[src/sv/positional_list_store_top_defines.svh]
// Assertion macros shared by the list store RTL
`ifndef POSITIONAL_LIST_STORE_TOP_DEFINES_SVH
`define POSITIONAL_LIST_STORE_TOP_DEFINES_SVH

// Same-cycle implication, sampled on clk, off during reset
`define PLS_ASSERT_SAME(lbl, ante, cons) \
  lbl: assert property (@(posedge clk) disable iff (rst) (ante) |-> (cons)) \
    else $error("list store check failed");

// Next-cycle implication, sampled on clk, off during reset
`define PLS_ASSERT_NEXT(lbl, ante, cons) \
  lbl: assert property (@(posedge clk) disable iff (rst) (ante) |=> (cons)) \
    else $error("list store check failed");

`endif

[src/sv/pls_pkg.sv]
// Types and constants of the positional list store
package pls_pkg;

  localparam int CAPACITY = 16;
  localparam int IDX_W    = $clog2(CAPACITY);
  localparam int CNT_W    = $clog2(CAPACITY + 1);
  localparam int VAL_W    = 32;
  localparam int POS_W    = 5;
  localparam int CMP_W    = (CNT_W > POS_W) ? CNT_W : POS_W;

  typedef enum logic [1:0] {
    KIND_APPEND = 2'd0,
    KIND_INSERT = 2'd1,
    KIND_REMOVE = 2'd2,
    KIND_READ   = 2'd3
  } kind_t;

  typedef enum logic [1:0] {
    STATUS_OK      = 2'd0,
    STATUS_FULL    = 2'd1,
    STATUS_BAD_POS = 2'd2
  } status_t;

  // Result of one operation while the memory read is in flight
  typedef struct packed {
    logic             is_read;
    logic [CNT_W-1:0] count;
    status_t          status;
  } rslt_t;

endpackage

[src/sv/positional_list_store_top.sv]
// Positional list store: ordered list of signed 32-bit values
//
// The list keeps up to CAPACITY values in order. Values live in a single
// memory with a registered read; a register file of slot numbers
// (one per list position) gives the order, and insert or remove shifts that
// map by one place while the value itself is written once.
// One operation is taken per cycle while the input is not stalled; its result
// beat is registered in stage one (beside the memory read) and then in the
// output register, and the input stalls only when both of those stages are held by
// back-pressure on the output. After reset the list is empty and an operation
// may be sent at once; no memory clearing pass is needed.
module positional_list_store_top (
  input  logic                              clk,
  input  logic                              rst,
  input  logic                              in_valid,
  output logic                              in_ready,
  input  logic [1:0]                        kind,
  input  logic signed [pls_pkg::VAL_W-1:0]  value,
  input  logic [pls_pkg::POS_W-1:0]         position,
  output logic                              out_valid,
  input  logic                              out_ready,
  output logic signed [pls_pkg::VAL_W-1:0]  read_value,
  output logic [pls_pkg::POS_W-1:0]         element_count,
  output logic [1:0]                        status
);
  import pls_pkg::*;

  // Value memory and its read register
  logic [VAL_W-1:0] mem [CAPACITY];
  logic [VAL_W-1:0] rd_data;

  // Order map: slot number held at each list position; entries at and past
  // count hold the free slots
  logic [IDX_W-1:0] order      [CAPACITY];
  logic [IDX_W-1:0] order_next [CAPACITY];
  logic [CNT_W-1:0] count;
  logic [CNT_W-1:0] count_next;

  // Pipeline registers
  logic  s1_valid;
  rslt_t s1;
  rslt_t s1_next;
  logic  out_is_read;
  logic [CNT_W-1:0] out_count;
  status_t out_status;

  logic in_fire, s1_move;
  logic is_add, full, bad;
  logic do_add, do_rem, do_rd;
  logic [CMP_W-1:0] pos_c, cnt_c, slot, rem_at;
  logic [IDX_W-1:0] sel_idx, phys;

  // Handshake: stage one drains into the output register when it is free
  assign s1_move  = s1_valid && (!out_valid || out_ready);
  assign in_ready = !s1_valid || s1_move;
  assign in_fire  = in_valid && in_ready;

  // Decode and range checks
  always_comb begin
    pos_c   = CMP_W'(position);
    cnt_c   = CMP_W'(count);
    is_add  = (kind == KIND_APPEND) || (kind == KIND_INSERT);
    full    = (count == CNT_W'(CAPACITY));
    bad     = (pos_c == '0) || (pos_c > cnt_c);
    slot    = ((kind == KIND_INSERT) && (pos_c < cnt_c)) ? pos_c : cnt_c;
    rem_at  = pos_c - CMP_W'(1);
    sel_idx = is_add ? IDX_W'(count) : IDX_W'(rem_at);
    phys    = order[sel_idx];
    do_add  = in_fire && is_add && !full;
    do_rem  = in_fire && (kind == KIND_REMOVE) && !bad;
    do_rd   = in_fire && (kind == KIND_READ) && !bad;
  end

  // Order map shift and count update
  always_comb begin
    count_next = count;
    for (int i = 0; i < CAPACITY; i++) begin
      order_next[i] = order[i];
      if (do_add) begin
        if (CMP_W'(i) == slot) begin
          order_next[i] = phys;
        end else if ((CMP_W'(i) > slot) && (CMP_W'(i) <= cnt_c)) begin
          order_next[i] = order[IDX_W'(i - 1)];
        end
      end else if (do_rem) begin
        if ((CMP_W'(i) >= rem_at) && (CMP_W'(i + 1) < cnt_c)) begin
          order_next[i] = order[IDX_W'(i + 1)];
        end else if (CMP_W'(i + 1) == cnt_c) begin
          order_next[i] = phys;
        end
      end
    end
    if (do_add) begin
      count_next = count + CNT_W'(1);
    end else if (do_rem) begin
      count_next = count - CNT_W'(1);
    end
  end

  // Result of the accepted operation
  always_comb begin
    s1_next.is_read = do_rd;
    s1_next.count   = count_next;
    if (is_add && full) begin
      s1_next.status = STATUS_FULL;
    end else if (!is_add && bad) begin
      s1_next.status = STATUS_BAD_POS;
    end else begin
      s1_next.status = STATUS_OK;
    end
  end

  // Value memory: write on append or insert, registered read on read
  always_ff @(posedge clk) begin
    if (do_add) begin
      mem[phys] <= value;
    end
    if (do_rd) begin
      rd_data <= mem[phys];
    end
  end

  // Map and count
  always_ff @(posedge clk) begin
    if (rst) begin
      count <= '0;
      for (int i = 0; i < CAPACITY; i++) begin
        order[i] <= IDX_W'(i);
      end
    end else begin
      count <= count_next;
      order <= order_next;
    end
  end

  // Stage one and output register control
  always_ff @(posedge clk) begin
    if (rst) begin
      s1_valid  <= 1'b0;
      out_valid <= 1'b0;
    end else begin
      if (in_fire) begin
        s1_valid <= 1'b1;
      end else if (s1_move) begin
        s1_valid <= 1'b0;
      end
      if (s1_move) begin
        out_valid <= 1'b1;
      end else if (out_ready) begin
        out_valid <= 1'b0;
      end
    end
  end

  // Pipeline payload
  always_ff @(posedge clk) begin
    if (in_fire) begin
      s1 <= s1_next;
    end
    if (s1_move) begin
      out_is_read <= s1.is_read;
      out_count   <= s1.count;
      out_status  <= s1.status;
      read_value  <= s1.is_read ? rd_data : '0;
    end
  end

  assign element_count = POS_W'(out_count);
  assign status        = out_status;

  // Checks
`include "positional_list_store_top_defines.svh"

  `PLS_ASSERT_SAME(a_count_bound, 1'b1, count <= CNT_W'(CAPACITY))
  `PLS_ASSERT_NEXT(a_full_holds, in_fire && is_add && full, count == CNT_W'(CAPACITY))
  `PLS_ASSERT_NEXT(a_remove_dec, do_rem, count == $past(count) - CNT_W'(1))
  `PLS_ASSERT_SAME(a_stall_in, s1_valid && out_valid && !out_ready, !in_ready)
  `PLS_ASSERT_SAME(a_read_ok, out_valid && out_is_read, out_status == STATUS_OK)

endmodule

[config.mk]
export PLATFORM = sky130hd
export DESIGN_NAME = positional_list_store_top
export DESIGN_NICKNAME = d
export VERILOG_FILES = /design/src/sv/pls_pkg.sv /design/src/sv/positional_list_store_top.sv
export VERILOG_INCLUDE_DIRS = /design/src /design/src/sv
export SDC_FILE = /design/constraint.sdc
export NUM_CORES = 1
export LEC_CHECK = 0
export ABC_AREA = 1
export BUFFER_PORTS_ARGS = -buffer_cell sky130_fd_sc_hd__buf_2
export CAP_MARGIN = 20
export CELL_PAD_IN_SITES_DETAIL_PLACEMENT = 1
export CELL_PAD_IN_SITES_GLOBAL_PLACEMENT = 2
export CORE_MARGIN = 8
export CORE_UTILIZATION = 36
export DETAILED_ROUTE_END_ITERATION = 7
export GPL_TIMING_DRIVEN = 0
export PLACE_DENSITY = 0.85
export SLEW_MARGIN = 15
export SYNTH_ARGS = -nofsm -noshare
export SYNTH_HDL_FRONTEND = slang
export SYNTH_SLANG_ARGS = --single-unit
[constraint.sdc]
create_clock -name clk -period 4.73 [get_ports clk]
set_clock_uncertainty 0.15 [all_clocks]
set_input_delay 0.7095 -clock clk [delete_from_list [all_inputs] [get_ports clk]]
set_output_delay 0.7095 -clock clk [all_outputs]
set_load 0.01 [all_outputs]
# After elaboration in Yosys (flattened, before gate mapping)

Memories as Yosys holds them, arrays and structs flattened. A register that Yosys moved wholly into a read port is not among the register bits.
Index checks and enable logic that the tools add are counted.

Bits in registers: 118
Bits in latches: 0
Memory bits (writable): 512
Memory bits (read-only): 0
Bits of input ports: 43
Output and inout bits: 41
Word-level logic and storage cells: 340
Memories: 1

Memories:

| memory | words | width | read ports | clocked after memory_dff | wr ports | RTL line                        | RTL |
|---|---|---|---|---|---|---|---|
| mem    | 16    | 32    | 1          | 1                        | 1        | positional_list_store_top.sv:29 | `logic [VAL_W-1:0] mem [CAPACITY];` |

$add $sub $neg: 3
Multipliers: 0
Divide/modulo/power cells: 0
Order comparisons: 67
Equal/unequal tests: 51
Shifts and indexed selects: 0
Mux-type cells: 102
Bitwise gates (word level): 1
Reduce and logical (&&, ||, !) cells: 90

Operator list:

| kind                                                              | count |
|---|---|
| 2-to-1 mux 4 bit                                                  | 91 |
| == test 4 x 5 -> 1 bit (first input constant)                     | 16 |
| inequality test 3 x 1 -> 1 bit (second input constant)            | 16 |
| AND reduction 3 bit                                               | 16 |
| nonzero test 3 bit                                                | 16 |
| logical AND 1 bit                                                 | 43 |
| == test 3 x 5 -> 1 bit (first input constant)                     | 8 |
| greater-or-equal comparator 4 x 5 -> 1 bit (first input constant) | 8 |
| greater-than comparator 4 x 5 -> 1 bit (first input constant)     | 8 |
| <= comparator 4 x 5 -> 1 bit (first input constant)               | 8 |
| less-than comparator 4 x 5 -> 1 bit (first input constant)        | 8 |
| == test 2 x 5 -> 1 bit (first input constant)                     | 4 |
| greater-or-equal comparator 3 x 5 -> 1 bit (first input constant) | 4 |
| greater-than comparator 3 x 5 -> 1 bit (first input constant)     | 4 |
| <= comparator 3 x 5 -> 1 bit (first input constant)               | 4 |
| less-than comparator 3 x 5 -> 1 bit (first input constant)        | 4 |
| binary-select mux 4 bit (select 4 bit)                            | 1 |
| 2-to-1 mux 5 bit                                                  | 3 |
| == test 1 x 5 -> 1 bit (first input constant)                     | 2 |
| greater-or-equal comparator 1 x 5 -> 1 bit (first input constant) | 2 |
| greater-or-equal comparator 2 x 5 -> 1 bit (first input constant) | 2 |
| greater-than comparator 1 x 5 -> 1 bit (first input constant)     | 2 |
| greater-than comparator 2 x 5 -> 1 bit (first input constant)     | 2 |
| <= comparator 1 x 5 -> 1 bit (first input constant)               | 2 |
| other kinds (21)                                                  | 40 |

# Logic depth before layout (Yosys ltp)

Depth in word-level cells: 11
Depth in mapped cells: 20
Gate-level depth less buffers: 18

# Worst setup path before layout

OpenSTA, ideal clock, no wires.

Kind: input -> register
Start: input port position[4] (netlist name)
End: register s1[7] (netlist name), data pin
Setup time: 642 ps
Arrival: 3847 ps
Data required time: 3938 ps
Slack: 91 ps
Cell stages on the path: 8
Buffers on the path: 0
Path through: ha_1 nand2_1 inv_1 a21oi_1 nand2_1 nand2_1 nand2_1 nor3_1

Longest elaborated chain between the ends: 4
Elaborated cells on any way between the ends: 5
Those cells by class: 1 x order compare; 4 x reduce/logical

Ends and longest elaborated chain:

| item                                                                    | RTL line                         | RTL |
|---|---|---|
| start, declared                                                         | positional_list_store_top.sv:19  | `input logic [pls_pkg::POS_W-1:0] position,` |
| greater-than comparator 5 bit / zero test 5 bit (equally long branches) | positional_list_store_top.sv:64  | `bad = (pos_c == '0) \|\| (pos_c > cnt_c);` |
| logical OR 1 bit *                                                      | positional_list_store_top.sv:64  |  |
| zero test 1 bit *                                                       | positional_list_store_top.sv:71  | `do_rd = in_fire && (kind == KIND_READ) && !bad;` |
| logical AND 1 bit *                                                     | positional_list_store_top.sv:71  |  |
| net do_rd                                                               | positional_list_store_top.sv:49  | `logic do_add, do_rem, do_rd;` |
| end signal, assigned                                                    | positional_list_store_top.sv:158 | `s1 <= s1_next;` |
| end, declared                                                           | positional_list_store_top.sv:41  | `rslt_t s1;` |

The timed path passes the listed nets; every way through them passes the cells marked *.
A chain may end at the register's enable or synchronous reset.

# Worst setup path in the final report

Start: input port position[0] (netlist name)
End: memory mem[15][2] (enable)

Longest elaborated chain between the ends: 6

Ends and longest elaborated chain:

| item                                                 | RTL line                        | RTL |
|---|---|---|
| subtractor 5 x 1 -> 5 bit                            | positional_list_store_top.sv:66 | `rem_at = pos_c - CMP_W'(1);` |
| 2-to-1 mux 4 bit                                     | positional_list_store_top.sv:67 | `sel_idx = is_add ? IDX_W'(count) : IDX_W'(rem_at);` |
| NOT 4 -> 5 bit (not written as such)                 | positional_list_store_top.sv:68 | `phys = order[sel_idx];` |
| binary-select mux 4 bit (select 4 bit)               | positional_list_store_top.sv:68 |  |
| 2-to-1 mux 4 bit (not written as such) (2 in series) | positional_list_store_top.sv:68 |  |
| end, declared                                        | positional_list_store_top.sv:29 |  |

Every way passes these cells. The select of a mux whose other input is x is not followed.

==> results.sh <==
export IMPL_outcome="finished, final reports clean"
export IMPL_clkTransAtPathRegs_ns=0.06
export IMPL_dieArea_sq_um=94400
export IMPL_ys_warn_count=0
export IMPL_overflow=0
export IMPL_io_buffers=82
export IMPL_hold_violations=0
export IMPL_drive_gt1_share_pct=11.8
export IMPL_power_density_nw_per_um2=433
export IMPL_synth_seq_cells=662
export IMPL_ys_seq_area_share_pct=62.7
export IMPL_syn_to_final_growth_pct=17.2
export IMPL_arrival_ns=4.86
export IMPL_gp_congestion=0.907
export IMPL_dp_slack_ns=-0.927
export IMPL_synthFlopType="edfxtp_1"
export IMPL_grt_use_total_pct=22.2
export IMPL_hold_buffers=0
export IMPL_startpoint_type="input pin"
export IMPL_syn_num_nets=3390
export IMPL_firstDrtPassIters=5
export IMPL_start_util_pct=36.1
export IMPL_io_pins=84
export IMPL_seq_power_share_pct=42.7
export IMPL_power_clock_fraction_pct=37.5
export IMPL_worst_slew_pin_transition_ns=0.932
export IMPL_clk_latency_ns=0.65
export IMPL_wl_mm=107
export IMPL_synth_avg_cell_area_sq_um=9.16
export IMPL_final_nets=3596
export IMPL_cp_common_cell="buf_2"
export IMPL_synth_area_leaders="edfxtp_1, nand2_1, nand3_1"
export IMPL_p_leak_nw=15.5
export IMPL_power_frac_comb_pct=19.8
export IMPL_postSynthCellCount=3334
export IMPL_critPathRequiredTime_ns=4.91
export IMPL_drv_cap=0
export IMPL_ant_nets=0
export IMPL_power_internal_mw=10.7
export IMPL_crit_path_top_delay_cell="nand3_1"
export IMPL_yosys_area_top_type="edfxtp_1"
export IMPL_cts_sinks=662
export IMPL_rsz0062_at_grt="no"
export IMPL_fin_ws_ns=0.0592
export IMPL_synth_most_common_cell="nand2_1"
export IMPL_swShare_pct=31.1
export IMPL_cp_slowest_stage_delay_ns=0.43
export IMPL_synth_edff_count=591
export IMPL_cts_tree="done"
export IMPL_p_sw_mw=4.81
export IMPL_grt_pass1_wl_mm=159
export IMPL_slew_headroom_pct=37.2
export IMPL_wire_per_inst_microns=22.5
export IMPL_synth_commonest_cells="nand2_1, edfxtp_1, nand3_1, inv_1, nor2_1"
export IMPL_cts_buffer_depth=3
export IMPL_grt_antenna_before_repair=2
export IMPL_initialDrtViolationCount=1871
export IMPL_htreeDepth=3
export IMPL_die_y_microns=307
export IMPL_async_flop_share_pct=0
export IMPL_dp_cells=4586
export IMPL_row_count=107
export IMPL_vias_per_cell=5.16
export IMPL_hold_path_class="in -> reg"
export IMPL_core_area_sq_um=84600
export IMPL_fmax_mhz=214
export IMPL_syn_area_sq_um=30600
export IMPL_cts_root_buf="clkbuf_16"
export IMPL_die_x_microns=307
export IMPL_numCtsBuffers=76
export IMPL_finalSetupTns_ns=0
export IMPL_critPathKind="in -> reg"
export IMPL_utilization_pct=42.3
export IMPL_critPathMaxFanout=15
export IMPL_peakVddDrop_v=0.000256
export IMPL_power_total_mw=15.5
export IMPL_drc_errors=0
export IMPL_fin_crit_sh_pct=98.7
export IMPL_period_needed_ns=4.67
export IMPL_final_cells=4743
export IMPL_maxSlewViolCount=0
export IMPL_setup_viol=0
export IMPL_yosysUniqueCellTypes=36
export IMPL_crit_chain="buf_2 -> inv_2 -> ha_1 -> nand2_1 -> o21ai_2 -> inv_1 -> buf_2 -> nand2_1 -> o211ai_1 -> nand3_1 -> nand2_2 -> buf_4 -> buf_2 -> nand3_1 -> nor2_4 -> buf_16 -> buf_16"
export IMPL_dp_hpwl_mm=74.5
export IMPL_synth_top_area_share_pct=58.1
export IMPL_grt_max_degree=23
export IMPL_grt_pass1_vias=25300
export IMPL_vias=24500
export IMPL_worstSetupEndpointType="flop"
final timing paths:
path,start,endpoint,slack [ns],cells past startpoint
setup reg to reg,cnt_c[0]$_SDFF_PP0_,mem[15][2]$_DFFE_PP_,0.26,14
setup / recovery,position[0],mem[15][2]$_DFFE_PP_,0.06,17
hold reg to reg,s1[4]$_DFFE_PP_,element_count[2]$_DFFE_PP_,0.27,0
hold / removal,out_ready,out_valid$_SDFFE_PP0P_,0.26,4
flip-flops by register name, summed over array words and instances, names as in the netlist:
name           flops
mem              512
order             64
rd_data           32
read_value        32
s1                 8
cnt_c              5
element_count      5
status             2
out_valid          1
s1_valid           1
placed cells by master, fill, tap and decap left out, types with 3 or more instances in the layout:
master     instances
nand2_1         1500
edfxtp_1         591
nor2_2             3
buf_12            20
nor3_1             3
o21ai_2            4
o211ai_1          20
inv_6              3
o21ai_0           52
clkinv_1          11
buf_16            12
inv_1            226
buf_6             13
clkbuf_2           3
clkbuf_16         77
clkinv_2           6
o21bai_1           6
clkbuf_1          39
buf_1              5
nand3_1          416
ha_1              13
buf_4             25
nand4_1           19
bufinv_16          4
inv_2             11
nand2_2            5
xor2_1             5
nor2_4            18
buf_2            201
a31oi_1            4
o21ai_1           10
dfxtp_1           71
clkbuf_8           4
a21oi_1           47
nor2_1           126
per-stage QoR:
step                      area, sq um  hold WS (ns)
after detailed placement        33100         0.261
after global placement          32400         0.255
final                           35800         0.256
after CTS                       35800         0.240
after floorplan                 30600         0.250
after global routing            35800         0.278
critical path: cells and delay by family:
kind	cells	cell delay, ns
adder cells (fa/ha/maj)	1	0.39
AND/OR/NAND/NOR	6	1.62
AO/OA/AOI/OAI	2	0.19
buffers and inverters	8	1.89
metal layers:
metal / wire [microns] / up-vias / global-route usage [%]
met3: 6390 / 172 / 3.56
li1: - / 11400 / -
met1: 46600 / 12200 / 29.3
met2: 51000 / 698 / 37.4
met5: 0 / - / 0
met4: 2890 / 0 / 6.88
final cells by class:
| cell class | instances | area, sq um |
|---|---|---|
| buffer | 166 | 915 |
| multi-input combinational | 2267 | 9720 |
| tap | 1144 | 1430 |
| antenna | 2 | 5.00 |
| clock inverter | 30 | 339 |
| timing repair buffer | 128 | 1250 |
| clock buffer | 105 | 2070 |
| inverter | 239 | 897 |
| sequential | 662 | 19200 |
| fill | 9739 | 48800 |
repair_timing:
item / in CTS / in global routing
pin swaps: 14 / 2
setup buffers: 17 / 3
resized for setup: 2 / 1
setup endpoints to repair: 332 / 127
logic make-up (layout without fill, tap and decap cells):
kind of cell / after synthesis / count (layout) / synth area share (%)
AND/OR/NAND/NOR: 2101 / 2101 / 28.0
flip-flops: 662 / 662 / 62.7
buffers and inverters: 405 / 668 / 5.91
AO/OA/AOI/OAI: 148 / 148 / 2.71
adder cells (fa/ha/maj): 13 / 13 / 0.532
XOR/XNOR: 5 / 5 / 0.143
other: 0 / 2 / 0
power by group through the flow:
stage / clock (mW) / combinational, mW / sequential, mW
2_1_floorplan: 0 / 1.80 / 6.74
3_5_place_dp: 0 / 3.02 / 6.74
4_1_cts: 5.90 / 3.06 / 6.62
5_1_grt: 6.12 / 3.38 / 6.63
3_3_place_gp: 0 / 2.91 / 6.75
6_report: 5.80 / 3.07 / 6.62
Power figures use the tool's default switching activity.
